## config.mk

```make
export PLATFORM = sky130hd
export DESIGN_NAME = format_spec_parser_unit
export DESIGN_NICKNAME = d
export VERILOG_FILES = /design/src/fsp_pkg.sv /design/src/fsp_step.sv /design/src/fsp_resolve.sv /design/src/format_spec_parser_unit.sv
export SDC_FILE = /design/constraint.sdc
export NUM_CORES = 1
export LEC_CHECK = 0
export BUFFER_PORTS_ARGS = -buffer_cell sky130_fd_sc_hd__clkbuf_2
export CAP_MARGIN = 20
export CORE_UTILIZATION = 40
export DETAILED_ROUTE_END_ITERATION = 16
export GPL_TIMING_DRIVEN = 0
export PLACE_DENSITY_LB_ADDON = 0.05
export REMOVE_ABC_BUFFERS = 1
export SLEW_MARGIN = 20
export SYNTH_ARGS = -nofsm -noshare
export SYNTH_HDL_FRONTEND = slang
export SYNTH_SLANG_ARGS = --single-unit
```

## constraint.sdc

```tcl
create_clock -name clk -period 5 [get_ports clk]
set_clock_uncertainty 0.1 [all_clocks]
set_input_delay 0.25 -clock clk [delete_from_list [all_inputs] [get_ports clk]]
set_output_delay 0.25 -clock clk [all_outputs]
set_load 0.01 [all_outputs]
```

## src/fsp_pkg.sv

```systemverilog
// fsp_pkg: shared types, character codes and helper functions for the
// format specifier parser. No dependencies.
package fsp_pkg;

  // accumulator width for width and precision values
  localparam int ACC_W = 16;
  localparam logic [ACC_W-1:0] ACC_MAX = {ACC_W{1'b1}};

  // parser phase codes
  localparam logic [1:0] PH_IDLE  = 2'd0;
  localparam logic [1:0] PH_FLAGS = 2'd1;
  localparam logic [1:0] PH_WIDTH = 2'd2;
  localparam logic [1:0] PH_PREC  = 2'd3;

  // character codes
  localparam logic [7:0] CH_PCT   = 8'h25;
  localparam logic [7:0] CH_HASH  = 8'h23;
  localparam logic [7:0] CH_ZERO  = 8'h30;
  localparam logic [7:0] CH_ONE   = 8'h31;
  localparam logic [7:0] CH_NINE  = 8'h39;
  localparam logic [7:0] CH_DASH  = 8'h2D;
  localparam logic [7:0] CH_PLUS  = 8'h2B;
  localparam logic [7:0] CH_SPACE = 8'h20;
  localparam logic [7:0] CH_DOT   = 8'h2E;
  localparam logic [7:0] CH_C     = 8'h63;
  localparam logic [7:0] CH_S     = 8'h73;
  localparam logic [7:0] CH_P     = 8'h70;
  localparam logic [7:0] CH_D     = 8'h64;
  localparam logic [7:0] CH_I     = 8'h69;
  localparam logic [7:0] CH_U     = 8'h75;
  localparam logic [7:0] CH_LX    = 8'h78;
  localparam logic [7:0] CH_UX    = 8'h58;

  // flag bit positions
  localparam int FL_HASH  = 0;
  localparam int FL_ZERO  = 1;
  localparam int FL_DASH  = 2;
  localparam int FL_PLUS  = 3;
  localparam int FL_SPACE = 4;

  typedef struct packed {
    logic [7:0]       ch;
    logic [ACC_W-1:0] text_length;
  } in_item_t;

  typedef struct packed {
    logic [7:0]       conv_char;
    logic             conv_known;
    logic             alt_form;
    logic             zero_pad;
    logic             left_align;
    logic             plus_sign;
    logic             space_sign;
    logic             has_precision;
    logic [ACC_W-1:0] field_width;
    logic [ACC_W-1:0] precision_value;
  } out_item_t;

  typedef struct packed {
    logic [1:0]       phase;
    logic [4:0]       flag_bits;
    logic [7:0]       last_flag;
    logic [ACC_W-1:0] width_acc;
    logic [ACC_W-1:0] prec_acc;
    logic             dot_seen;
  } parse_state_t;

  localparam parse_state_t STATE_CLEAR = '{
    phase:     PH_IDLE,
    flag_bits: 5'd0,
    last_flag: 8'd0,
    width_acc: '0,
    prec_acc:  '0,
    dot_seen:  1'b0
  };

  // conversion characters c s p d i u x X %
  function automatic logic is_conv(input logic [7:0] c);
    return (c == CH_C) || (c == CH_S) || (c == CH_P) || (c == CH_D) ||
           (c == CH_I) || (c == CH_U) || (c == CH_LX) || (c == CH_UX) ||
           (c == CH_PCT);
  endfunction

  // one-hot flag mask, zero for a non-flag character
  function automatic logic [4:0] flag_mask(input logic [7:0] c);
    logic [4:0] m;
    m = 5'd0;
    m[FL_HASH]  = (c == CH_HASH);
    m[FL_ZERO]  = (c == CH_ZERO);
    m[FL_DASH]  = (c == CH_DASH);
    m[FL_PLUS]  = (c == CH_PLUS);
    m[FL_SPACE] = (c == CH_SPACE);
    return m;
  endfunction

  function automatic logic is_digit(input logic [7:0] c);
    return (c >= CH_ZERO) && (c <= CH_NINE);
  endfunction

  // acc * 10 + digit, saturating at the accumulator maximum
  function automatic logic [ACC_W-1:0] acc_digit(input logic [ACC_W-1:0] acc,
                                                  input logic [7:0] c);
    logic [ACC_W+3:0] wide;
    logic [ACC_W+3:0] sum;
    wide = {4'd0, acc};
    sum  = (wide << 3) + (wide << 1) + {{ACC_W{1'b0}}, c[3:0]};
    if (sum > {4'd0, ACC_MAX}) begin
      return ACC_MAX;
    end
    return sum[ACC_W-1:0];
  endfunction

endpackage

```

## src/fsp_step.sv

```systemverilog
// fsp_step: per-character phase and accumulator update of the parser.
// Depends on fsp_pkg.
module fsp_step (
  input  fsp_pkg::parse_state_t cur,
  input  logic [7:0]            ch,
  output fsp_pkg::parse_state_t nxt,
  output logic                  emit
);

  logic [4:0] mask;
  logic       is_flag;
  logic       flag_free;
  logic       nonzero_digit;

  // character classes
  assign mask          = fsp_pkg::flag_mask(ch);
  assign is_flag       = |mask;
  assign flag_free     = ((cur.flag_bits & mask) == 5'd0);
  assign nonzero_digit = (ch >= fsp_pkg::CH_ONE) && (ch <= fsp_pkg::CH_NINE);

  // phase transitions
  always_comb begin
    nxt  = cur;
    emit = 1'b0;
    unique case (cur.phase)
      fsp_pkg::PH_IDLE: begin
        if (ch == fsp_pkg::CH_PCT) begin
          nxt       = fsp_pkg::STATE_CLEAR;
          nxt.phase = fsp_pkg::PH_FLAGS;
        end
      end
      fsp_pkg::PH_FLAGS: begin
        priority if (fsp_pkg::is_conv(ch)) begin
          emit = 1'b1;
        end else if (is_flag && ch == cur.last_flag) begin
          // run of the same flag is swallowed
        end else if (is_flag && flag_free) begin
          nxt.flag_bits = cur.flag_bits | mask;
          nxt.last_flag = ch;
        end else if (nonzero_digit) begin
          nxt.width_acc = fsp_pkg::acc_digit('0, ch);
          nxt.phase     = fsp_pkg::PH_WIDTH;
        end else if (ch == fsp_pkg::CH_DOT) begin
          nxt.dot_seen = 1'b1;
          nxt.phase    = fsp_pkg::PH_PREC;
        end else begin
          emit = 1'b1;
        end
      end
      fsp_pkg::PH_WIDTH: begin
        priority if (fsp_pkg::is_digit(ch)) begin
          nxt.width_acc = fsp_pkg::acc_digit(cur.width_acc, ch);
        end else if (ch == fsp_pkg::CH_DOT) begin
          nxt.dot_seen = 1'b1;
          nxt.phase    = fsp_pkg::PH_PREC;
        end else begin
          emit = 1'b1;
        end
      end
      fsp_pkg::PH_PREC: begin
        if (fsp_pkg::is_digit(ch)) begin
          nxt.prec_acc = fsp_pkg::acc_digit(cur.prec_acc, ch);
        end else begin
          emit = 1'b1;
        end
      end
      default: begin
        nxt = fsp_pkg::STATE_CLEAR;
      end
    endcase
    // a finished specifier leaves the parser clear
    if (emit) begin
      nxt = fsp_pkg::STATE_CLEAR;
    end
  end

endmodule

```

## src/fsp_resolve.sv

```systemverilog
// fsp_resolve: applies the flag conflict rules and builds the result request.
// Depends on fsp_pkg.
module fsp_resolve (
  input  fsp_pkg::parse_state_t cur,
  input  fsp_pkg::in_item_t     item,
  output fsp_pkg::out_item_t    res
);

  logic c_is_c, c_is_s, c_is_p, c_signed, c_hex;
  logic hash, zero, dash, plus, space, dot;

  assign c_is_c   = (item.ch == fsp_pkg::CH_C);
  assign c_is_s   = (item.ch == fsp_pkg::CH_S);
  assign c_is_p   = (item.ch == fsp_pkg::CH_P);
  assign c_signed = (item.ch == fsp_pkg::CH_D) || (item.ch == fsp_pkg::CH_I);
  assign c_hex    = (item.ch == fsp_pkg::CH_LX) || (item.ch == fsp_pkg::CH_UX);

  // conflict rules in order
  always_comb begin
    hash  = cur.flag_bits[fsp_pkg::FL_HASH];
    zero  = cur.flag_bits[fsp_pkg::FL_ZERO];
    dash  = cur.flag_bits[fsp_pkg::FL_DASH];
    plus  = cur.flag_bits[fsp_pkg::FL_PLUS];
    space = cur.flag_bits[fsp_pkg::FL_SPACE];
    dot   = cur.dot_seen;
    if (dash) begin
      zero = 1'b0;
    end
    if (plus) begin
      space = 1'b0;
    end
    if (!c_signed) begin
      plus  = 1'b0;
      space = 1'b0;
    end
    if (!c_hex) begin
      hash = 1'b0;
    end
    if (c_is_c || c_is_p) begin
      dot = 1'b0;
    end
    if (c_is_c || c_is_p || c_is_s) begin
      zero = 1'b0;
    end
    if (dot && (item.text_length > cur.prec_acc)) begin
      zero = 1'b0;
    end
  end

  // result fields
  always_comb begin
    res.conv_char       = item.ch;
    res.conv_known      = fsp_pkg::is_conv(item.ch);
    res.alt_form        = hash;
    res.zero_pad        = zero;
    res.left_align      = dash;
    res.plus_sign       = plus;
    res.space_sign      = space;
    res.has_precision   = dot;
    res.field_width     = cur.width_acc;
    res.precision_value = cur.prec_acc;
  end

endmodule

```

## src/format_spec_parser_unit.sv

```systemverilog
// format_spec_parser_unit: printf-style format specifier parser, top level.
// A character is accepted into the input register and parsed there; its result is registered in the output register.
// Throughput: one character per cycle; the input register stalls only while
// the output register holds a result that out_stall keeps.
// Reset (rst_n low, synchronous): parser idle waiting for '%', both
// pipeline registers empty. Depends on fsp_pkg, fsp_step, fsp_resolve.
module format_spec_parser_unit (
  input  logic               clk,
  input  logic               rst_n,
  input  logic               in_valid,
  output logic               in_stall,
  input  fsp_pkg::in_item_t  in_data,
  output logic               out_valid,
  input  logic               out_stall,
  output fsp_pkg::out_item_t out_data
);

  logic                  s1_valid_r, s1_valid_nxt;
  fsp_pkg::in_item_t     s1_data_r;
  fsp_pkg::parse_state_t state_r, state_nxt;
  logic                  out_valid_r, out_valid_nxt;
  fsp_pkg::out_item_t    out_data_r;

  logic                  out_load;
  logic                  advance;
  logic                  emit;
  fsp_pkg::out_item_t    res;

  // pipeline flow control
  assign out_load = !out_valid_r || !out_stall;
  assign advance  = s1_valid_r && out_load;
  assign in_stall = s1_valid_r && !out_load;

  fsp_step u_step (
    .cur  (state_r),
    .ch   (s1_data_r.ch),
    .nxt  (state_nxt),
    .emit (emit)
  );

  fsp_resolve u_resolve (
    .cur  (state_r),
    .item (s1_data_r),
    .res  (res)
  );

  // next values of the valid flags
  always_comb begin
    s1_valid_nxt = in_stall ? s1_valid_r : in_valid;
    out_valid_nxt = out_load ? (advance && emit) : out_valid_r;
  end

  // control registers
  always_ff @(posedge clk) begin
    if (!rst_n) begin
      s1_valid_r  <= 1'b0;
      out_valid_r <= 1'b0;
      state_r     <= fsp_pkg::STATE_CLEAR;
    end else begin
      s1_valid_r  <= s1_valid_nxt;
      out_valid_r <= out_valid_nxt;
      if (advance) begin
        state_r <= state_nxt;
      end
    end
  end

  // payload registers
  always_ff @(posedge clk) begin
    if (!in_stall) begin
      s1_data_r <= in_data;
    end
    if (advance && emit) begin
      out_data_r <= res;
    end
  end

  assign out_valid = out_valid_r;
  assign out_data  = out_data_r;

  // input register holds its character while the output side is blocked
  a_s1_hold: assert property (@(posedge clk) disable iff (!rst_n)
    (s1_valid_r && !out_load) |=> (s1_valid_r && $stable(s1_data_r)))
    else $error("input register lost its character while blocked");

  // a finished specifier returns the parser to idle
  a_emit_clear: assert property (@(posedge clk) disable iff (!rst_n)
    (advance && emit) |=> (state_r.phase == fsp_pkg::PH_IDLE &&
                           state_r.flag_bits == 5'd0 && !state_r.dot_seen))
    else $error("parser state not cleared after a result");

  // a taken result with nothing behind it empties the output register
  a_out_drain: assert property (@(posedge clk) disable iff (!rst_n)
    (out_valid_r && !out_stall && !(advance && emit)) |=> !out_valid_r)
    else $error("result repeated on the output");

  // precision is never kept for c or p
  a_prec_rule: assert property (@(posedge clk) disable iff (!rst_n)
    (out_valid_r && out_data_r.has_precision) |->
      (out_data_r.conv_char != fsp_pkg::CH_C && out_data_r.conv_char != fsp_pkg::CH_P))
    else $error("precision kept for c or p conversion");

endmodule

```

# After elaboration in Yosys (flattened, before gate mapping)
# Index checks and enable logic that the tools add are counted.
# Widths: inputs -> output; s select.
dict set report word_totals {
  ff_bits 121
  input_bits 28
  out_inout_bits 49
  wordCells 151
}
dict set report classes {
  magnitude_cmp 7
  mux 51
  n_eq_ne 29
  reduce_logical 37
  addsub 4
  bitwise_logic 3
}
# cell n
set ops {}
lappend ops {{$mux 16} 10}
lappend ops {{$mux 48} 2}
lappend ops {{$eq 8x7->1 const B} 8}
lappend ops {{$mux 31} 2}
lappend ops {{$eq 8x6->1 const B} 7}
lappend ops {{$pmux 16 s3} 1}
lappend ops {{$add 19x17->20} 2}
lappend ops {{$add 20x4->20} 2}
lappend ops {{$gt 20x16->1 const B} 2}
lappend ops {{$pmux 16 s2} 1}
lappend ops {{$mux 1} 26}
lappend ops {{$pmux 13 s2} 1}
lappend ops {{$ge 8x6->1 const B} 2}
lappend ops {{$gt 16x16->1} 1}
lappend ops {{$gt 4x16->1 const B} 1}
lappend ops {{$reduce_and 8->1} 2}
lappend ops {{$ne 3x2->1 const B} 5}
lappend ops {{$ne 3x3->1 const B} 5}
lappend ops {{$logic_or 1x1->1} 13}
lappend ops {{$mux 13} 1}
lappend ops {{$eq 8x8->1} 1}
lappend ops {{$le 8x6->1 const B} 1}
lappend ops {{$logic_and 1x1->1} 8}
lappend ops {{$mux 2} 4}
lappend ops {{other kinds (18)} 23}

# Longest topological paths before layout
# Gate-level depths: netlist of the first run.
dict set report logic_depth {
  word_depth 18
  ltp_mapped 13
  mapped_depth_nobuf 12
}

# By module
# From an unflattened synthesis of the first run, not the netlist that was laid out.
dict set report hier_totals {
  cells_unflattened 1011
  area_unflattened_um2 9145.0
}
# module n_inst area_each_um2 cells_each seq_area_each_um2
set modules_own_cells {}
lappend modules_own_cells {format_spec_parser_unit 1 4125.2 289 3133.0}
lappend modules_own_cells {fsp_step 1 4043.9 586 0.0}
lappend modules_own_cells {fsp_resolve 1 975.9 136 0.0}

# Least setup slack after synthesis of the first run
# OpenSTA, ideal clock, no wires.
dict set report synth_timing {
  path_kind {register to register}
  from {reg s1_data_r[19] (netlist name)}
  to {reg out_data_r (netlist bit out_data[0]), enable pin}
  required_time_ns 4.490
  path_slack_ns 1.350
  path_buffers 1
  t_arrival_ns 3.141
  setup_ns 0.410
  path_stages_with_launch 7
  synth_period_minus_slack_ns 3.650
  cell_sequence {edfxtp_1 buf_2 or4_4 o32ai_1 nor4_4 o32ai_4 and3_1}
}
dict set report synth_between {
  elab_chain_cells 12
  elab_cells_between_ends 43
  cone_classes {order compare: 3; eq/ne: 16; mux: 8; bitwise: 1; reduce/logical: 15}
}
# item line
set synth_lines {}
lappend synth_lines {{start: declaration} format_spec_parser_unit.sv:19} ;# fsp_pkg::in_item_t s1_data_r;
lappend synth_lines {{start signal: assignment} format_spec_parser_unit.sv:71} ;# s1_data_r <= in_data;
lappend synth_lines {{parallel branches: the longest is 10 deep, another holds $ge 8x6->1} n/a}
lappend synth_lines {{$pmux 1 s3 *} fsp_step.sv:25} ;# unique case (cur.phase)
lappend synth_lines {{$logic_and 1x1->1 *} format_spec_parser_unit.sv:73} ;# if (advance && emit) begin
lappend synth_lines {{end signal: assignment} format_spec_parser_unit.sv:74} ;# out_data_r <= res;
lappend synth_lines {{end: declaration} format_spec_parser_unit.sv:22} ;# fsp_pkg::out_item_t out_data_r;
# Every way passes the cells marked *.
# A chain may end at the register's enable or synchronous reset.

# Final worst setup path of the first run
dict set report layout_timing {
  from {reg s1_data_r[19] (netlist name)}
  to {reg state_r[31] (netlist name)}
}
dict set report layout_between {
  elab_chain_cells 14
  elab_cells_between_ends 71
  cone_classes {add/sub: 1; order compare: 5; eq/ne: 22; mux: 26; bitwise: 1; reduce/logical: 16}
}
# item line
set layout_lines {}
lappend layout_lines {{parallel branches: the longest is 14 deep, another holds $add 20x4->20} n/a}
lappend layout_lines {{end signal: assignment} format_spec_parser_unit.sv:58} ;# state_r <= fsp_pkg::STATE_CLEAR;
lappend layout_lines {{end signal: assignment} format_spec_parser_unit.sv:63} ;# state_r <= state_nxt;
lappend layout_lines {{end: declaration} format_spec_parser_unit.sv:20} ;# fsp_pkg::parse_state_t state_r, state_nxt;
# Parallel ways; which one is timed is not known. The select of a mux whose other input is x is not followed.

==> run summary, run 1 <==
The power density normalized to cell area works out to 293 nW/um2. The proportion of power drawn by combinational gates is 0.029. The source-to-sink clock delay at the later pin of the worst-skew pair was 0.42 ns.

The tools report the total number of clock tree sinks as 121. The number of pins with negative max-slew slack in the final report was 0; the die outline width was 135 um. Walking the worst path, the cells encountered are fa_1 -> fa_1 -> a21o_1 -> o21ai_0 -> a211o_1 -> a21oi_1 -> o21ai_0 -> nand4b_1 -> nor3_1 -> o21ai_1. Detailed placement ended at an HPWL of 11000 um. The kind of end point of the critical path is a flip-flop. Summed over all cells, the static leakage comes to 0.00362 uW. The library cell with the largest summed area after synthesis is sky130_fd_sc_hd__edfxtp_1.

The master cell of the clock root buffer was sky130_fd_sc_hd__clkbuf_16. The min-delay analysis places its worst path in the category in -> reg. Number of placement rows: 48. In this run the mean area of a mapped cell was 10.8 um2.

The critical path in this run is classified as reg -> reg. Input and output buffers added on the ports amount to 76. The tools report the part of the power in registers as 0.433.

The quantity of gates resized following cts was 0; the switching part of the total power was 0.201. Along the worst path, the maximum fanout reaches 21. Relative to the synthesized area, the layout overhead comes to 21.0%. The H-tree was split into 4 levels. The run gives 0.538 as the part of the power in the clock network. The first routing iteration left 295 violations. The data required time at the worst endpoint came out at 5.18 ns. After routing, the total negative slack on setup checks comes to 0 ns. The power spent charging and discharging nets is 502 uW, and the layout net count is 865. The die area is 18100 um2, and the pre-CTS setup slack is 0.509 ns. The flow ran to the end, and the final reports show no timing, DRC or antenna violations.

The data arrival time of the worst path was 4.74 ns. The detailed-route wire length was 15900 um; the transition time at the pin with the least slew margin was 0.885 ns. The number of flops mapped to enable cells by yosys was 71; the post-route fraction of the period consumed by the critical path was 0.912. The via count of the first global-routing pass is 5253, and the overall routing resource usage is 0.188.

The worst hold path terminates at out_valid. Vias after detailed routing: 5322. The worst IR drop on VDD was 0.223 mV. The run gives 48 as the maximum number of pins on one net before global-route repair. The portion of synthesized cell area occupied by the leading cell type works out to 0.303.

The number of cells on the worst reg-to-reg path is 10. The initial antenna violation count came out at 0. The number of antenna diodes in the final layout is 0.

Counting instances, the worst hold path has a depth of 3. The clock passes through at most 2 buffers. The share of layout cells above drive strength 1 came out at 0.164. Most frequent standard cell in the layout excluding fill and tap cells: sky130_fd_sc_hd__ha_1.

The first detailed-routing pass took 5 iterations. The synthesized design contains 121 register bits. The async set-reset flop share out of synthesis was 0.

For flop-to-flop paths, the worst setup slack is 0.44 ns. The tools report the count of boundary I/O pins as 77. In the layout the commonest cells are 84 x sky130_fd_sc_hd__ha_1, 76 x sky130_fd_sc_hd__clkbuf_2, 71 x sky130_fd_sc_hd__edfxtp_1, 50 x sky130_fd_sc_hd__dfxtp_1, 40 x sky130_fd_sc_hd__nand2_1. After global routing the overflow that remains totals 0. Using the TritonRoute via totals, the vias-per-cell ratio works out to 5.39. Clock-pin slew was measured on the worst setup and hold paths at 0.06 ns. The hold violation total from the final report was 0; the wire length of the first global-routing pass was 26400 um. After clock tree synthesis, the setup repair step added 0 buffers. The final-report setup violation count was 0; the top achievable clock speed was 219 MHz.

The core region is 17200 um2. In the synthesized netlist the dominant register cell turns out to be sky130_fd_sc_hd__edfxtp_1. The time the final worst path needs with I/O delays and setup was 4.56 ns; the final worst slack was 0.439 ns. The post-synthesis cell count came out at 651. The average wire per cell in the routed design was 16.1 um. The worst register-to-register path ends at state_r[31]. The relative slew slack is 0.410. The final antenna-violating net count is 0, and the number of warnings reported in the yosys synthesis log is 0.

Summing every instance area after synthesis gives 7030 um2. At the end of routability-driven placement, the weighted congestion stood at 0.826. The y dimension of the die works out to 135 um.

By area the synthesized netlist is led by sky130_fd_sc_hd__edfxtp_1 30%, sky130_fd_sc_hd__ha_1 15%, sky130_fd_sc_hd__dfxtp_1 14%. The run gives 0.446 as the proportion of synthesized chip area in sequential cells. The worst hold path begins at out_stall.

The netlist uses 73 different library cells. The logs give 1990 uW for the internal power and 0 for the max-cap check violation count. For this run, the slowest stage of the critical path takes 0.92 ns.

The tools report the launching point of the worst reg2reg path as s1_data_r[19]. TritonCTS built the clock tree. The cell with the biggest individual delay on the critical path was sky130_fd_sc_hd__edfxtp_1. The number of clock buffers added by TritonCTS is 17.

The starting density of the core is 0.408. The worst setup path is launched from a flip-flop. The run gives 0 as the DRC violation count after routing.

Setup repair after global routing left no endpoint under its margin.
critical path: cells and delay by family, from the launching register on:
family | cells | cell delay, ns
compound gates | 6 | 1.17
flops | 1 | 0.92
simple gates | 2 | 1.12
fa+ha+maj | 2 | 1.08
state kept, by name (all words and copies together) (netlist names):
signal	count
s1_data_r	24
s1_valid_r	1
out_data	47
out_valid	1
state_r	48
worst max path at each step:
stage,startpoint,end,slack (ns),cells after the start
after floorplan,s1_data_r[19],out_data[0],1.29,5
after global placement,s1_data_r[19],out_data[11],0.13,5
after detailed placement,s1_data_r[19],state_r[31],0.51,10
after CTS,s1_data_r[19],state_r[31],0.49,10
after global routing,s1_data_r[19],state_r[31],0.15,10
final,s1_data_r[19],state_r[31],0.44,10
layer usage:
layer / wire (um) / up-vias / global-route usage
li1: - / 2657 / -
met1: 8020 / 2547 / 0.256
met2: 7130 / 101 / 0.294
met3: 588 / 17 / 0.0364
met4: 192 / 0 / 0.0705
met5: 0 / - / 0
synthesized netlist by cell type, types with 16 or more instances:
library cell               count
sky130_fd_sc_hd__o21ai_0      28
sky130_fd_sc_hd__nand2_1      40
sky130_fd_sc_hd__nor2_1       32
sky130_fd_sc_hd__a221o_1      16
sky130_fd_sc_hd__edfxtp_1     71
sky130_fd_sc_hd__xnor2_1      26
sky130_fd_sc_hd__ha_1         84
sky130_fd_sc_hd__inv_1        35
sky130_fd_sc_hd__nand3_1      16
sky130_fd_sc_hd__dfxtp_1      50
sky130_fd_sc_hd__a21oi_1      32
sky130_fd_sc_hd__nor3_1       25
timing repair:
item / 4_1_cts / 5_1_grt
hold buffers: 25 / 0
hold endpoints to repair: 25 / 0
setup endpoints to repair: 0 / 0
kinds of logic (layout without fill, tap and decap cells):
group	after synthesis	count (layout)	share of synthesized area
mux	4	4	0.00570
xor+xnor	31	31	0.0386
simple gates	182	182	0.146
compound gates	168	168	0.171
fa+ha+maj	88	88	0.161
flops	121	121	0.446
buf+inv	57	168	0.0329
final cells by class:
type,instances,area (um2)
clock inverter,13,200
fill,1600,8730
multi-input combinational,473,3690
sequential,121,3130
clock buffer,19,443
timing repair buffer,101,631
inverter,35,131
tap,225,282
through the flow:
step | utilization | hold slack [ns] | instances | instance area (um2) | power [uW]
2_1_floorplan | - | 0.249 | 629 | 6930 | 1130
3_3_place_gp | 0.440 | 0.326 | 930 | 7590 | 1160
4_1_cts | 0.493 | 0.0295 | 987 | 8510 | 2530
5_1_grt | 0.493 | 0.0643 | 987 | 8510 | 2580
3_5_place_dp | 0.442 | 0.329 | 930 | 7610 | 1160
6_report | 0.493 | 0.0519 | 987 | 8510 | 2500
power groups by stage:
stage / logic, uW / clock network [uW] / registers [uW]
finish: 73.3 / 1340 / 1080
global route: 82.5 / 1420 / 1080
CTS: 73.5 / 1370 / 1080
detailed placement: 58.1 / 0 / 1100
global placement: 56.4 / 0 / 1100
floorplan: 36.5 / 0 / 1090
Power figures use the tool's default switching activity.
==> inputs of run 2 (changes only) <==
CORE_UTILIZATION = 50   (was 40)
==> run 2 against run 1 <==
- sequential power about the same
- fmax rose by 2.8%
- global-route usage up 3.9 points
- critical endpoint unchanged
- total power fell by 4.3%
- sequential share of layout area rose by 0.44 points
- non-clock buffer count unchanged
- critical path type unchanged
- largest cell class unchanged
==> run summary, run 2 (synthesis results as in run 1) <==
The HPWL reported at the end of detailed placement is 10400 um (was 11000 um). The total inserted antenna cells is 0 (unchanged), and the initial antenna violation count is 0 (unchanged). The final antenna-violating net count is 0 (unchanged), and the die outline width is 121 um (was 135 um). For the maximum level of the CTS H-tree, the log shows 4 (unchanged). Setup repair after global routing left no endpoint under its margin. The tools report the met2 wirelength from detailed routing as 7310 um (was 7130 um).

The top layer used by detailed routing is met4 (unchanged). The number of buffers added on ports was 76 (unchanged). The tools report the end of the worst register-to-register path as state_r[31] (unchanged). The launch point of the worst hold path was out_stall (unchanged).

The routed metal-1 wire length is 7300 um (was 8020 um), and the largest fanout of any net on the critical path is 21 (unchanged). The number of pins with negative max-slew slack in the final report came out at 0 (unchanged). The number of buffers inserted for hold repair after clock tree synthesis was 25 (unchanged); the total number of clock tree sinks was 121 (unchanged).

For the count of boundary I/O pins, the log shows 77 (unchanged). The final setup TNS was 0 ns (unchanged). The worst reg-to-reg setup slack was 0.56 ns (was 0.44 ns); the top achievable clock speed was 225 MHz (was 219 MHz). The logs give 4.62 ns (was 4.74 ns) for the data arrival time of the worst path and 0 (unchanged) for the post-CTS repair timing setup buffer count. The average wire per cell in the routed design was 16.4 um (was 16.1 um); the total core area was 13500 um2 (was 17200 um2).

The logs give 5331 (was 5322) for the vias after detailed routing and 5242 (was 5253) for the via count of the first global-routing pass. The most frequent standard cell in the layout excluding fill and tap cells is sky130_fd_sc_hd__ha_1 (unchanged). The layout net count is 865 (unchanged).

The logs give 586 um (was 588 um) for the routed length on met3 and 0 (unchanged) for the overflow left after global routing. For the maximum clock insertion buffer count, the log shows 2 (unchanged). The tools report the launching point of the worst reg2reg path as s1_data_r[19] (unchanged). The share of layout cells above drive strength 1 was 0.163 (was 0.164). The logs give 48 (unchanged) for the maximum number of pins on one net before global-route repair and 0.575 ns (was 0.509 ns) for the pre-CTS setup slack.

The kind of end point of the critical path was a flip-flop (unchanged). The tools report the final-report setup violation count as 0 (unchanged). The die area was 14500 um2 (was 18100 um2); the number of cells on the worst reg-to-reg path was 10 (unchanged). The tools report the startpoint type of the worst setup path as a flip-flop (unchanged). TritonCTS built the clock tree. The source-to-sink clock delay at the later pin of the worst-skew pair is 0.42 ns (about the same). The post-layout instance count excluding filler cells was 938 (was 987); the y dimension of the die was 121 um (was 135 um). Top register by number of flip-flops: state_r (unchanged).

Quantity of gates resized following cts: 0 (unchanged). The max-cap check violation count was 0 (unchanged). The worst IR drop on VDD is 0.273 mV (was 0.223 mV).

Highest-count cells in the layout ignoring fill and taps: 84 x sky130_fd_sc_hd__ha_1, 76 x sky130_fd_sc_hd__clkbuf_2, 71 x sky130_fd_sc_hd__edfxtp_1, 50 x sky130_fd_sc_hd__dfxtp_1, 40 x sky130_fd_sc_hd__nand2_1 (unchanged). The tools report the first-pass iteration count of the detailed router as 5 (unchanged). The wire length of the first global-routing pass is 25700 um (was 26400 um).

Starting density of the core: 0.523 (was 0.408). The cell leakage power is 0.00360 uW (was 0.00362 uW), and the depth of the worst hold-timing path is 3 (unchanged). The tools report the number of buffers inserted during clock tree synthesis as 17 (unchanged). The logs give 0 (unchanged) for the hold violation total from the final report and 1113 (was 1600) for the fill cell total of the finished layout. For the DRC marker count from the first detailed-route iteration, the log shows 319 (was 295).

The post-route fraction of the period consumed by the critical path came out at 0.888 (was 0.912). The class of the tightest hold or removal check was in -> reg (unchanged). The type of the worst setup path is reg -> reg (unchanged). The time the final worst path needs with I/O delays and setup came out at 4.44 ns (was 4.56 ns). For the placer congestion estimate, the log shows 0.879 (was 0.826). The clock slew at the register clock pins of the worst setup and hold paths came out at 0.06 ns (about the same). Master cell of the clock root buffer: sky130_fd_sc_hd__clkbuf_16 (unchanged). The tools report the detailed-route wire length as 15400 um (was 15900 um). The transition time at the pin with the least slew margin is 0.848 ns (was 0.885 ns).

The via density per instance is 5.68 (was 5.39), and the number of placement rows is 42 (was 48). The run gives 0 (unchanged) as the DRC violation count after routing. The power density normalized to cell area is 284 nW/um2 (was 293 nW/um2), and the final worst slack is 0.562 ns (was 0.439 ns). Overall routing resource usage: 0.226 (was 0.188). The end of the worst hold path is out_valid (unchanged).

The run finished with clean final reports. The total instance count after detailed placement is 881 (was 930), and the area growth from synthesis to layout is 19.6% (was 21.0%). The flip-flop count of the largest register, all copies and words added was 48 (unchanged). The data required time at the worst endpoint was 5.18 ns (about the same); the relative slew slack was 0.435 (was 0.410).
-- run 2: cell types whose count changed in the layout (fill, tap and decap cells not counted) --
cell                         before  now
sky130_fd_sc_hd__bufinv_16        5    3
sky130_fd_sc_hd__clkbuf_1         1    0
sky130_fd_sc_hd__clkbuf_8         1    0
sky130_fd_sc_hd__clkinv_1         1    3
sky130_fd_sc_hd__clkinv_2         3    0
sky130_fd_sc_hd__clkinv_4         1    8
sky130_fd_sc_hd__clkinvlp_4       3    1
-- run 2: layout make-up --
class / instances / area, um2 / area share
clock inverters: 15 / 179 / 0.0213
flip-flops and latches: 121 / 3130 / 0.373
well taps: 176 / 220 / 0.0262
multi-input cells: 473 / 3690 / 0.439
inverters: 35 / 131 / 0.0156
clock buffers: 17 / 425 / 0.0506
repair buffers: 101 / 631 / 0.0750
-- run 2: power by group --
part	total [uW]	internal, uW	switching (uW)	leakage (uW)
sequential	1080	1060	19.7	0.00113
combinational	73.4	41.3	32.0	0.00218
clock	1240	783	454	0.000290
total	2390	1880	506	0.00360
-- run 2: worst max-delay path by stage --
stage                  end           from  cells past startpoint
3_5_place_dp   state_r[18]  s1_data_r[19]                     10
5_1_grt        state_r[21]  s1_data_r[19]                     10
6_report       state_r[31]  s1_data_r[19]                     10
3_3_place_gp   out_data[9]  s1_data_r[19]                      5
2_1_floorplan  out_data[0]  s1_data_r[19]                      5
4_1_cts        state_r[31]  s1_data_r[19]                     10
-- run 2: critical path, stage by stage, from the launching register on --
cell	delay (ns)
sky130_fd_sc_hd__edfxtp_1	0.90
sky130_fd_sc_hd__fa_1	0.59
sky130_fd_sc_hd__fa_1	0.48
sky130_fd_sc_hd__a21o_1	0.19
sky130_fd_sc_hd__o21ai_0	0.34
sky130_fd_sc_hd__a211o_1	0.26
sky130_fd_sc_hd__a21oi_1	0.10
sky130_fd_sc_hd__o21ai_0	0.16
sky130_fd_sc_hd__nand4b_1	0.65
sky130_fd_sc_hd__nor3_1	0.41
sky130_fd_sc_hd__o21ai_1	0.10
-- run 2: stage by stage --
stage	hold slack (ns)	total power (uW)	instance area (um2)	util
2_1_floorplan	0.249	1130	6930	-
3_3_place_gp	0.327	1150	7530	0.560
3_5_place_dp	0.329	1160	7550	0.561
4_1_cts	0.0476	2410	8410	0.625
5_1_grt	0.0788	2460	8410	0.625
6_report	0.0602	2390	8410	0.625
-- run 2: routing by layer --
metal,GRT usage,up-vias
li1,-,2667
met1,0.297,2542
met2,0.369,106
met3,0.0453,16
met4,0.0856,0
met5,0,-
